**src/rtl/core/rchc_pkg.sv**
```systemverilog
// ----------------------------------------------------------------------------
// Ring cluster hull cull package
// Shared types, sizes and the fixed sample direction table.
// ----------------------------------------------------------------------------
package rchc_pkg;

  localparam int unsigned MaxStored    = 256;
  localparam int unsigned SampleCount  = 24;
  localparam int unsigned StoreAw      = $clog2(MaxStored);
  localparam int unsigned CountW       = $clog2(MaxStored + 1);
  localparam int unsigned SampleW      = $clog2(SampleCount);
  localparam int unsigned EntryW       = 24 + 24 + 23 + 23;
  localparam logic [15:0] BypassLimit  = 16'd4;

  typedef struct packed {
    logic signed [23:0] cx;
    logic signed [23:0] cz;
    logic [22:0]        ri;
    logic [22:0]        ro;
    logic               first;
    logic               bypass;
  } rchc_item_t;

  typedef enum logic [4:0] {
    ST_IDLE     = 5'b00001,
    ST_SAMP_MUL = 5'b00010,
    ST_SAMP_ADD = 5'b00100,
    ST_SCAN     = 5'b01000,
    ST_EMIT     = 5'b10000
  } rchc_state_e;

  function automatic logic signed [17:0] dir_cos(input logic [SampleW-1:0] k);
    logic signed [17:0] v;
    case (k)
      5'd0:  v = 18'sd32768;
      5'd1:  v = 18'sd31651;
      5'd2:  v = 18'sd28378;
      5'd3:  v = 18'sd23170;
      5'd4:  v = 18'sd16384;
      5'd5:  v = 18'sd8481;
      5'd6:  v = 18'sd0;
      5'd7:  v = -18'sd8481;
      5'd8:  v = -18'sd16384;
      5'd9:  v = -18'sd23170;
      5'd10: v = -18'sd28378;
      5'd11: v = -18'sd31651;
      5'd12: v = -18'sd32768;
      5'd13: v = -18'sd31651;
      5'd14: v = -18'sd28378;
      5'd15: v = -18'sd23170;
      5'd16: v = -18'sd16384;
      5'd17: v = -18'sd8481;
      5'd18: v = 18'sd0;
      5'd19: v = 18'sd8481;
      5'd20: v = 18'sd16384;
      5'd21: v = 18'sd23170;
      5'd22: v = 18'sd28378;
      5'd23: v = 18'sd31651;
      default: v = 18'sd0;
    endcase
    return v;
  endfunction

  function automatic logic signed [17:0] dir_sin(input logic [SampleW-1:0] k);
    logic [SampleW-1:0] j;
    j = (k >= SampleW'(6)) ? k - SampleW'(6) : k + SampleW'(18);
    return dir_cos(j);
  endfunction

endpackage

```
**src/rtl/core/rchc_front.sv**
```systemverilog
// ----------------------------------------------------------------------------
// Ring cluster hull cull front end
// Accepts rings, resolves set bypass and queues them for the back end.
// ----------------------------------------------------------------------------
module rchc_front (
  input  logic                 clk_i,
  input  logic                 rst_ni,
  input  logic                 start_i,
  output logic                 busy_o,
  input  logic signed [23:0]   center_x_i,
  input  logic signed [23:0]   center_z_i,
  input  logic [22:0]          inner_radius_i,
  input  logic [22:0]          outer_radius_i,
  input  logic                 first_of_set_i,
  input  logic [15:0]          set_size_i,
  input  logic                 cfg_we_i,
  input  logic                 cfg_wdata_i,
  output logic                 q_valid_o,
  output rchc_pkg::rchc_item_t q_item_o,
  input  logic                 q_pop_i
);
  import rchc_pkg::*;

  rchc_item_t fifo_q [2];
  logic       wr_ptr_q, rd_ptr_q;
  logic [1:0] cnt_q;
  logic       cull_q;
  logic       bset_q, bset_d;
  logic       push;
  rchc_item_t item;

  assign busy_o    = (cnt_q == 2'd2);
  assign push      = start_i && !busy_o;
  assign q_valid_o = (cnt_q != 2'd0);
  assign q_item_o  = fifo_q[rd_ptr_q];

  always_comb begin
    bset_d      = first_of_set_i ? (set_size_i <= BypassLimit) : bset_q;
    item.cx     = center_x_i;
    item.cz     = center_z_i;
    item.ri     = inner_radius_i;
    item.ro     = outer_radius_i;
    item.first  = first_of_set_i;
    item.bypass = bset_d || !cull_q;
  end

  always_ff @(posedge clk_i or negedge rst_ni) begin
    if (!rst_ni) begin
      wr_ptr_q <= 1'b0;
      rd_ptr_q <= 1'b0;
      cnt_q    <= 2'd0;
      cull_q   <= 1'b1;
      bset_q   <= 1'b0;
    end else begin
      if (cfg_we_i) begin
        cull_q <= cfg_wdata_i;
      end
      if (push) begin
        bset_q   <= bset_d;
        wr_ptr_q <= !wr_ptr_q;
      end
      if (q_pop_i && q_valid_o) begin
        rd_ptr_q <= !rd_ptr_q;
      end
      cnt_q <= cnt_q + 2'(push) - 2'(q_pop_i && q_valid_o);
    end
  end

  always_ff @(posedge clk_i) begin
    if (push) begin
      fifo_q[wr_ptr_q] <= item;
    end
  end

endmodule

```
**config.mk**
```make
export PLATFORM = sky130hd
export DESIGN_NAME = rchc_front
export DESIGN_NICKNAME = d
export VERILOG_FILES = /design/src/rtl/core/rchc_pkg.sv /design/src/rtl/core/rchc_front.sv
export SDC_FILE = /design/constraint.sdc
export NUM_CORES = 1
export LEC_CHECK = 0
export ABC_AREA = 1
export BUFFER_PORTS_ARGS = -buffer_cell sky130_fd_sc_hd__buf_2
export CAP_MARGIN = 30
export CORE_ASPECT_RATIO = 1.2
export CORE_MARGIN = 5
export CORE_UTILIZATION = 45
export DETAILED_ROUTE_END_ITERATION = 16
export MAX_ROUTING_LAYER = met4
export PLACE_DENSITY = 0.71
export RECOVER_POWER = 25
export SLEW_MARGIN = 0
export SYNTH_ARGS = -nofsm -noshare
export SYNTH_HDL_FRONTEND = slang
export SYNTH_SLANG_ARGS = --single-unit
```
**constraint.sdc**
```tcl
create_clock -name clk_i -period 12.77 [get_ports clk_i]
set_input_delay 3.1925 -clock clk_i [delete_from_list [all_inputs] [get_ports clk_i]]
set_output_delay 3.1925 -clock clk_i [all_outputs]
set_load 0.005 [all_outputs]
```
==> flow_metrics.tcl, run 1 <==
set metrics [dict create \
    critPathMaxStageDelay_ns 0.48 \
    design.die.area_mm2 0.0190 \
    cts_tree "done" \
    hold-path-cell-count 2 \
    path_cells "inv_4 -> buf_16 -> nand2_1 -> nand2_1 -> buf_2" \
    cp-start-kind "flip-flop" \
    coreArea_mm2 0.0161 \
    cts-root-buf "clkbuf_16" \
    worst_setup_path_end_kind "output port" \
    fillers 1310 \
    initial_core_util_pct 45.6 \
    syn_area_per_cell_um2 13.4 \
    cts_buffers 17 \
    dpl_cell_area_mm2 0.00863 \
    drc_errors 0 \
    dp_hpwl_um 9400 \
    cts_hold_repair.buffers 0 \
    die_y_um 150 \
    fin_crit_ns 5.09 \
    clk_transition_reported_paths_ns 0.06 \
    syn_inst 550 \
    ys.flop_type "edfxtp_1" \
    overflow 0 \
    crit_type "reg -> out" \
    grt_use_total_pct 15.4 \
    vias_per_cell 4.68 \
    post_cts_buffers 0 \
    fmax_mhz 196 \
    arrival_ns 1.90 \
    irDropWorstVdd_mv 0.128 \
    status "finished, final reports clean" \
    htree_levels 4 \
    synth_area_leaders "edfxtp_1 78%, nand2_1 15%, dfrtp_1 1.7%, buf_2 0.88%, nor2_1 0.82%" \
    crit_top_cell "nand2_1" \
    area_delta_synth_final_pct 25.3 \
    rows 51 \
    power.density_mw_per_mm2 222 \
    r2r_cells 4 \
    ys_warn_count 0 \
    grt_max_degree 97 \
    crit_fanout 54 \
    finalCritPeriodShare_pct 39.9 \
    postRouteAntennaNets 0 \
    syn_nets 669 \
    global_route.usage.met3_pct 5.14 \
    multi_input_area_mm2 0.00128 \
    hold_slack_ns 0.482 \
    io-pin-count 215 \
    synth_edf_count 192 \
    utilization_pct 57.1 \
    post_cts_resize_count 0 \
    hold_path.class "reg -> reg" \
    seq_area_mm2 0.00592 \
    syn_area_mm2 0.00736 \
    synth_top_area_cell "edfxtp_1" \
    rsz0062_at_grt "no" \
    fin_setup_tns_ns 0 \
    grt_pass1_wl_um 22000 \
    port_buffers 214 \
    routedWlPerCell_um 14.4 \
    wl_um 14300 \
    fin_skew_ns 0.00987 \
    cap_violations 0 \
    clockBufferDepth 2 \
    synth-seq-cells 198 \
    max-slew-margin-rel_pct 50.8 \
    gp_congestion 0.753 \
    drive_above_1_share_pct 30.5 \
    worst_pin_slew_ns 0.739 \
    drv_slew 0 \
    synth_cell_types 17 \
    grtUsageMet1_pct 17.7 \
    async_flop_share_pct 3.03 \
    clk_latency_ns 0.42 \
    antenna_found_initial 1 \
    total_leakage_power_nw 3.97 \
    design_area_mm2 0.00922 \
    synth_top_area_share_pct 78.4 \
    cp_data_required_time_ns 9.58 \
    dr.first_iter.drc_count 296 \
    grt_pass1_vias 4503 \
    p_total_mw 2.05 \
    die_x_um 127 \
    setup_viol 0 \
    cts_sinks 198 \
    slowest_stage "dfrtp_4" \
    busiest_layer "met2" \
    first_pass_iters 4 \
    ys_seq_area_share_pct 80.4 \
    finalHoldViolCount 0 \
    grt_use_met2_pct 25.3 \
    layout.nets 888 \
    vias 4643 \
]
## registers in the layout (all words and copies together), names as in the netlist
register,count
cnt_q,2
bset_q,1
cull_q,1
wr_ptr_q,1
fifo_q,192
rd_ptr_q,1
## path summary, 6_finish.rpt
check | start | endpoint | slack [ns]
min | bset_q$_DFFE_PN0N_ | bset_q$_DFFE_PN0N_ | 0.48
min reg2reg | bset_q$_DFFE_PN0N_ | bset_q$_DFFE_PN0N_ | 0.48
max reg2reg | cnt_q[1]$_DFF_PN0_ | fifo_q[1][63]$_DFFE_PP_ | 11.03
max | rd_ptr_q$_DFFE_PN0P_ | q_item_o[42] | 7.68
min in group asynchronous | rst_ni | wr_ptr_q$_DFFE_PN0N_ | 2.63
max in group asynchronous | rst_ni | cull_q$_DFFE_PN1P_ | 9.84
## layer usage
metal,vias to the layer above,routed length [µm]
met3,16,1200
met2,173,7160
met5,-,0
met1,2177,5680
met4,0,233
li1,2277,-
## kinds of logic (layout without fill, tap and decap cells)
| group | Yosys count | count (layout) | synth area share [%] |
|---|---|---|---|
| AOI/OAI and AO/OA | 1 | 1 | 0.119 |
| xor gates and xnor gates | 3 | 3 | 0.357 |
| adders and majority gates | 2 | 2 | 0.340 |
| buffers and inverters | 29 | 259 | 2.40 |
| DFF | 198 | 198 | 80.4 |
| muxes | 1 | 1 | 0.153 |
| other | 0 | 1 | 0 |
| and+or+nand+nor | 316 | 316 | 16.2 |
## cell type report
class	count	area share, %
multi-input cells	323	13.9
diodes	1	0.0272
inverters	8	0.353
well taps	212	2.88
flip-flops and latches	198	64.2
clock inverters	11	1.63
repair buffers	221	12.3
clock buffers	19	4.70
## through the flow
| stage | setup WS, ns | cells |
|---|---|---|
| 2_1_floorplan | 4.92 | 550 |
| 3_3_place_gp | 7.92 | 960 |
| 3_5_place_dp | 7.94 | 961 |
| 4_1_cts | 7.48 | 991 |
| 5_1_grt | 7.55 | 993 |
| 6_report | 7.68 | 993 |
## cell usage in the layout (no fill, tap or decap)
master / netlist / routed
buf_12: 0 / 1
buf_16: 0 / 1
buf_2: 13 / 196
buf_4: 3 / 5
bufinv_16: 0 / 3
clkbuf_1: 0 / 20
clkbuf_16: 0 / 17
clkinv_2: 0 / 2
clkinv_4: 0 / 2
clkinvlp_4: 0 / 2
dfrtp_1: 5 / 4
dfrtp_4: 0 / 1
dfstp_2: 1 / 1
diode_2: 0 / 1
edfxtp_1: 192 / 192
ha_1: 2 / 2
inv_1: 7 / 7
inv_4: 1 / 1
inv_6: 0 / 2
mux2_2: 1 / 1
nand2_1: 297 / 297
nand3_1: 2 / 2
nor2_1: 16 / 14
nor2_4: 0 / 2
o21ai_2: 1 / 1
or2_1: 1 / 1
xnor2_1: 2 / 2
xor2_1: 1 / 1
## cell usage after synthesis, types with 2 or more instances
master / instances
buf_6: 5
inv_1: 7
nand3_1: 2
buf_2: 13
nor2_1: 16
nand2_1: 297
dfrtp_1: 5
xnor2_1: 2
edfxtp_1: 192
buf_4: 3
ha_1: 2
## critical path: cells and delay by family, from the launching register on
family,cells,cell delay (ns)
buffers and inverters,3,0.78
flip-flops,1,0.48
AND/OR/NAND/NOR,2,0.19
## power by group
part           switching (mW)  internal [mW]  total, mW
logic                   0.384          0.220      0.604
clock network           0.220          0.307      0.527
registers              0.0332          0.886      0.919
(Power assumes the default switching activity.)
==> run 2: changes to the inputs <==
==> constraint.sdc (replaced) <==
create_clock -name clk_i -period 5.3 [get_ports clk_i]
set_input_delay 1.325 -clock clk_i [delete_from_list [all_inputs] [get_ports clk_i]]
set_output_delay 1.325 -clock clk_i [all_outputs]
set_load 0.005 [all_outputs]
==> flow_metrics.tcl, run 2 (same netlist as run 1, synthesis figures left out) <==
set metrics [dict create \
    crit_fanout 55 \
    drv_slew 0 \
    clk_latency_ns 0.42 \
    regMostFlops "fifo_q" \
    max-slew-margin-rel_pct 61.0 \
    vias_per_cell 4.60 \
    post_cts_buffers 0 \
    layout_commonest_cell "nand2_1" \
    gp_congestion 0.754 \
    cts_buffers 17 \
    rsz0062_at_grt "no" \
    utilization_pct 57.2 \
    design.die.area_mm2 0.0190 \
    power.density_mw_per_mm2 536 \
    io-pin-count 215 \
    overflow 0 \
    status "finished, final reports clean" \
    layout.nets 886 \
    vias 4586 \
    rows 51 \
    design_area_mm2 0.00923 \
    die_x_um 127 \
    wl_um 14700 \
    finalCritPeriodShare_pct 60.7 \
    hold_path.class "reg -> reg" \
    cap_violations 0 \
    htree_levels 4 \
    crit_type "reg -> out" \
    grt_max_degree 98 \
    fin_crit_ns 3.22 \
    fin_setup_tns_ns 0 \
    dr.first_iter.drc_count 253 \
    setup_viol 0 \
    post_cts_resize_count 0 \
    first_pass_iters 4 \
    finalHoldViolCount 0 \
    total_leakage_power_nw 3.97 \
    fmax_mhz 311 \
    reg.largest.list "fifo_q x192, cnt_q x2" \
    worst_pin_slew_ns 0.585 \
    initial_core_util_pct 45.6 \
    fin_skew_ns 0.00561 \
    cts_sinks 198 \
    clk_transition_reported_paths_ns 0.07 \
    dpl_cell_area_mm2 0.00867 \
    arrival_ns 1.89 \
    die_y_um 150 \
    cp-start-kind "flip-flop" \
    worst_setup_path_end_kind "output port" \
    drc_errors 0 \
    irDropWorstVdd_mv 0.310 \
    grt_pass1_vias 4467 \
    drive_above_1_share_pct 30.0 \
    final_cell_mix "297 x nand2_1, 193 x buf_2, 192 x edfxtp_1" \
    coreArea_mm2 0.0161 \
    postRouteAntennaNets 0 \
    stdcell_count 996 \
    placed_cells 960 \
    clockBufferDepth 2 \
    grt_pass1_wl_um 22100 \
    area_delta_synth_final_pct 25.5 \
    cts_tree "done" \
    antenna_found_initial 4 \
    largest_register_ff_count 192 \
    dp_hpwl_um 9670 \
    p_total_mw 4.95 \
    routedWlPerCell_um 14.7 \
    grt_use_total_pct 15.8 \
    port_buffers 214 \
    cts-root-buf "clkbuf_16" \
    cp_data_required_time_ns 3.97 \
    cts_hold_repair.buffers 0 \
]
[run 2: stage by stage]
stage	hold WS [ns]	worst slack (ns)
2_1_floorplan	0.449	0.943
3_3_place_gp	0.467	2.37
3_5_place_dp	0.492	2.50
4_1_cts	0.508	2.03
5_1_grt	0.554	1.94
6_report	0.500	2.08
[run 2: where the power goes]
group | switching (mW) | leakage [nW] | internal, mW | total (mW)
Clock | 0.544 | 0.285 | 0.703 | 1.25
Combinational | 0.938 | 1.83 | 0.544 | 1.48
Sequential | 0.0829 | 1.85 | 2.13 | 2.22
[run 2: worst paths after layout]
kind                            cells past startpoint  slack [ns]                     end                 start
max in group asynchronous                           1        4.25      cull_q$_DFFE_PN1P_                rst_ni
worst min register to register                      2        0.50      bset_q$_DFFE_PN0N_    bset_q$_DFFE_PN0N_
min in group asynchronous                           1        0.76      bset_q$_DFFE_PN0N_                rst_ni
worst max register to register                      4        3.64  fifo_q[0][3]$_DFFE_PP_    cnt_q[1]$_DFF_PN0_
worst min-delay path                                2        0.50      bset_q$_DFFE_PN0N_    bset_q$_DFFE_PN0N_
worst max-delay path                                5        2.08            q_item_o[33]  rd_ptr_q$_DFFE_PN0P_
[run 2: area by class of cell]
class | count | area (µm²)
repair buffers | 219 | 1150
well taps | 212 | 265
fillers | 1289 | 6910
clock buffers | 19 | 433
clock inverters | 13 | 144
multi-input cells | 323 | 1280
inverters | 8 | 32.5
diodes | 4 | 10.0
flip-flops and latches | 198 | 5920
[run 2: worst max-delay path, cell delays in order, from the launching register on]
cell and delay, ns:
dfrtp_4 0.42, buf_4 0.41, buf_16 0.29, nand2_1 0.09, nand2_1 0.11, buf_2 0.12
[run 2: routing by layer]
| metal | share of wire, % | wire length, µm | GRT usage (%) |
|---|---|---|---|
| met1 | 40 | 5830 | 18.8 |
| met2 | 51 | 7480 | 25.2 |
| met3 | 8.7 | 1270 | 5.36 |
| met4 | 0.74 | 108 | 5.69 |
| met5 | 0 | 0 | - |
==> run 3: changes to the inputs <==
==> constraint.sdc (replaced) <==
create_clock -name clk_i -period 3.3 [get_ports clk_i]
set_input_delay 0.825 -clock clk_i [delete_from_list [all_inputs] [get_ports clk_i]]
set_output_delay 0.825 -clock clk_i [all_outputs]
set_load 0.005 [all_outputs]
==> flow_metrics.tcl, run 3 (same netlist as run 1, synthesis figures left out) <==
set metrics [dict create \
    worst_pin_slew_ns 0.728 \
    fin_skew_ns 0.00867 \
    design.die.area_mm2 0.0190 \
    placed_cells 962 \
    r2r_start "cnt_q[1]$_DFF_PN0_" \
    drive_above_1_share_pct 30.1 \
    irDropWorstVdd_mv 0.475 \
    rsz0062_at_grt "no" \
    cts_tree "done" \
    post_cts_resize_count 0 \
    status "finished, final reports clean" \
    cts_sinks 198 \
    layout_commonest_cell "nand2_1" \
    regMostFlops "fifo_q" \
    dp_hpwl_um 9820 \
    design_area_mm2 0.00919 \
    rows 51 \
    path_cells "inv_4 -> buf_12 -> nand2_1 -> nand2_1 -> buf_2" \
    first_pass_iters 4 \
    layout.nets 888 \
    global_route.usage.met3_pct 5.86 \
    power.density_mw_per_mm2 855 \
    largest_register_ff_count 192 \
    initial_core_util_pct 45.6 \
    area_delta_synth_final_pct 24.9 \
    fillers 1307 \
    max-slew-margin-rel_pct 51.5 \
    fmax_mhz 340 \
    finalHoldViolCount 0 \
    port_buffers 214 \
    total_leakage_power_nw 3.94 \
    drc_errors 0 \
    stdcell_count 999 \
    post-place-ws_ns 0.743 \
    crit_family "buffers and inverters" \
    gp_congestion 0.777 \
    crit_fanout 57 \
    final_cell_mix "297 x nand2_1, 192 x edfxtp_1, 191 x buf_2" \
    grtUsageMet1_pct 18.1 \
    cts-root-buf "clkbuf_16" \
    antenna_found_initial 5 \
    busiest_layer "met2" \
    vias 4586 \
    cts_hold_repair.buffers 0 \
    vias_per_cell 4.59 \
    grt_max_degree 58 \
    die_x_um 127 \
    overflow 0 \
    post_cts_buffers 0 \
    fin_setup_tns_ns 0 \
    wl_um 14900 \
    crit_top_cell "nand2_1" \
    clk_latency_ns 0.42 \
    fin_crit_ns 2.94 \
    die_y_um 150 \
    crit_start "rd_ptr_q$_DFFE_PN0P_" \
    setup_slack_ns 0.361 \
    postRouteAntennaNets 0 \
    cts_buffers 17 \
    worst_setup_path_end_kind "output port" \
    routedWlPerCell_um 14.9 \
    crit_buf_inv 3 \
    utilization_pct 56.9 \
    io-pin-count 215 \
    clockBufferDepth 2 \
    clk_transition_reported_paths_ns 0.07 \
    dr.first_iter.drc_count 276 \
    hold_path.class "in -> async" \
    coreArea_mm2 0.0161 \
    crit_type "reg -> out" \
    finalCritPeriodShare_pct 89.0 \
    critPathMaxStageDelay_ns 0.62 \
    grt_pass1_vias 4582 \
    arrival_ns 2.11 \
    grt_pass1_wl_um 22600 \
    reg.largest.list "fifo_q x192, cnt_q x2" \
    drv_slew 0 \
    slowest_stage "dfrtp_4" \
    cap_violations 0 \
    cp_data_required_time_ns 2.47 \
    grt_use_met2_pct 26.1 \
    htree_levels 4 \
    grt_use_total_pct 16.0 \
    setup_viol 0 \
    cp-start-kind "flip-flop" \
    dpl_cell_area_mm2 0.00863 \
]
run 3: through the flow:
step | power [mW] | hold WS, ns
after floorplan | 4.96 | 0.449
after global placement | 5.97 | 0.462
after detailed placement | 6.00 | 0.466
after CTS | 7.97 | 0.201
after global routing | 8.38 | 0.296
final | 7.86 | 0.286
run 3: power breakdown:
part           leakage, nW  switching, mW  internal [mW]
Combinational         1.82           1.46          0.825
Sequential            1.85          0.181           3.43
Clock                0.274          0.913           1.06
Total                 3.94           2.55           5.31
run 3: final timing paths:
kind | end | slack, ns | cells past startpoint
max | q_item_o[3] | 0.36 | 5
min | cnt_q[1]$_DFF_PN0_ | 0.29 | 1
max reg2reg | fifo_q[1][45]$_DFFE_PP_ | 1.57 | 4
min reg2reg | bset_q$_DFFE_PN0N_ | 0.48 | 2
max in group asynchronous | cull_q$_DFFE_PN1P_ | 2.70 | 1
min in group clk_i | bset_q$_DFFE_PN0N_ | 0.48 | 2
run 3: per-layer routing:
layer	wire length (µm)	up-vias
li1	-	2287
met1	5770	2114
met2	7440	167
met3	1410	18
met4	247	0
met5	0	-
run 3: layout make-up:
cell class              count  area (µm²)  share of cell area (%)
flip-flops and latches    198        5920                    64.4
multi-input cells         323        1280                    13.9
repair buffers            221        1110                    12.1
clock buffers              17         425                    4.63
well taps                 212         265                    2.89
clock inverters            15         146                    1.59
inverters                   8        32.5                   0.354
diodes                      5        12.5                   0.136
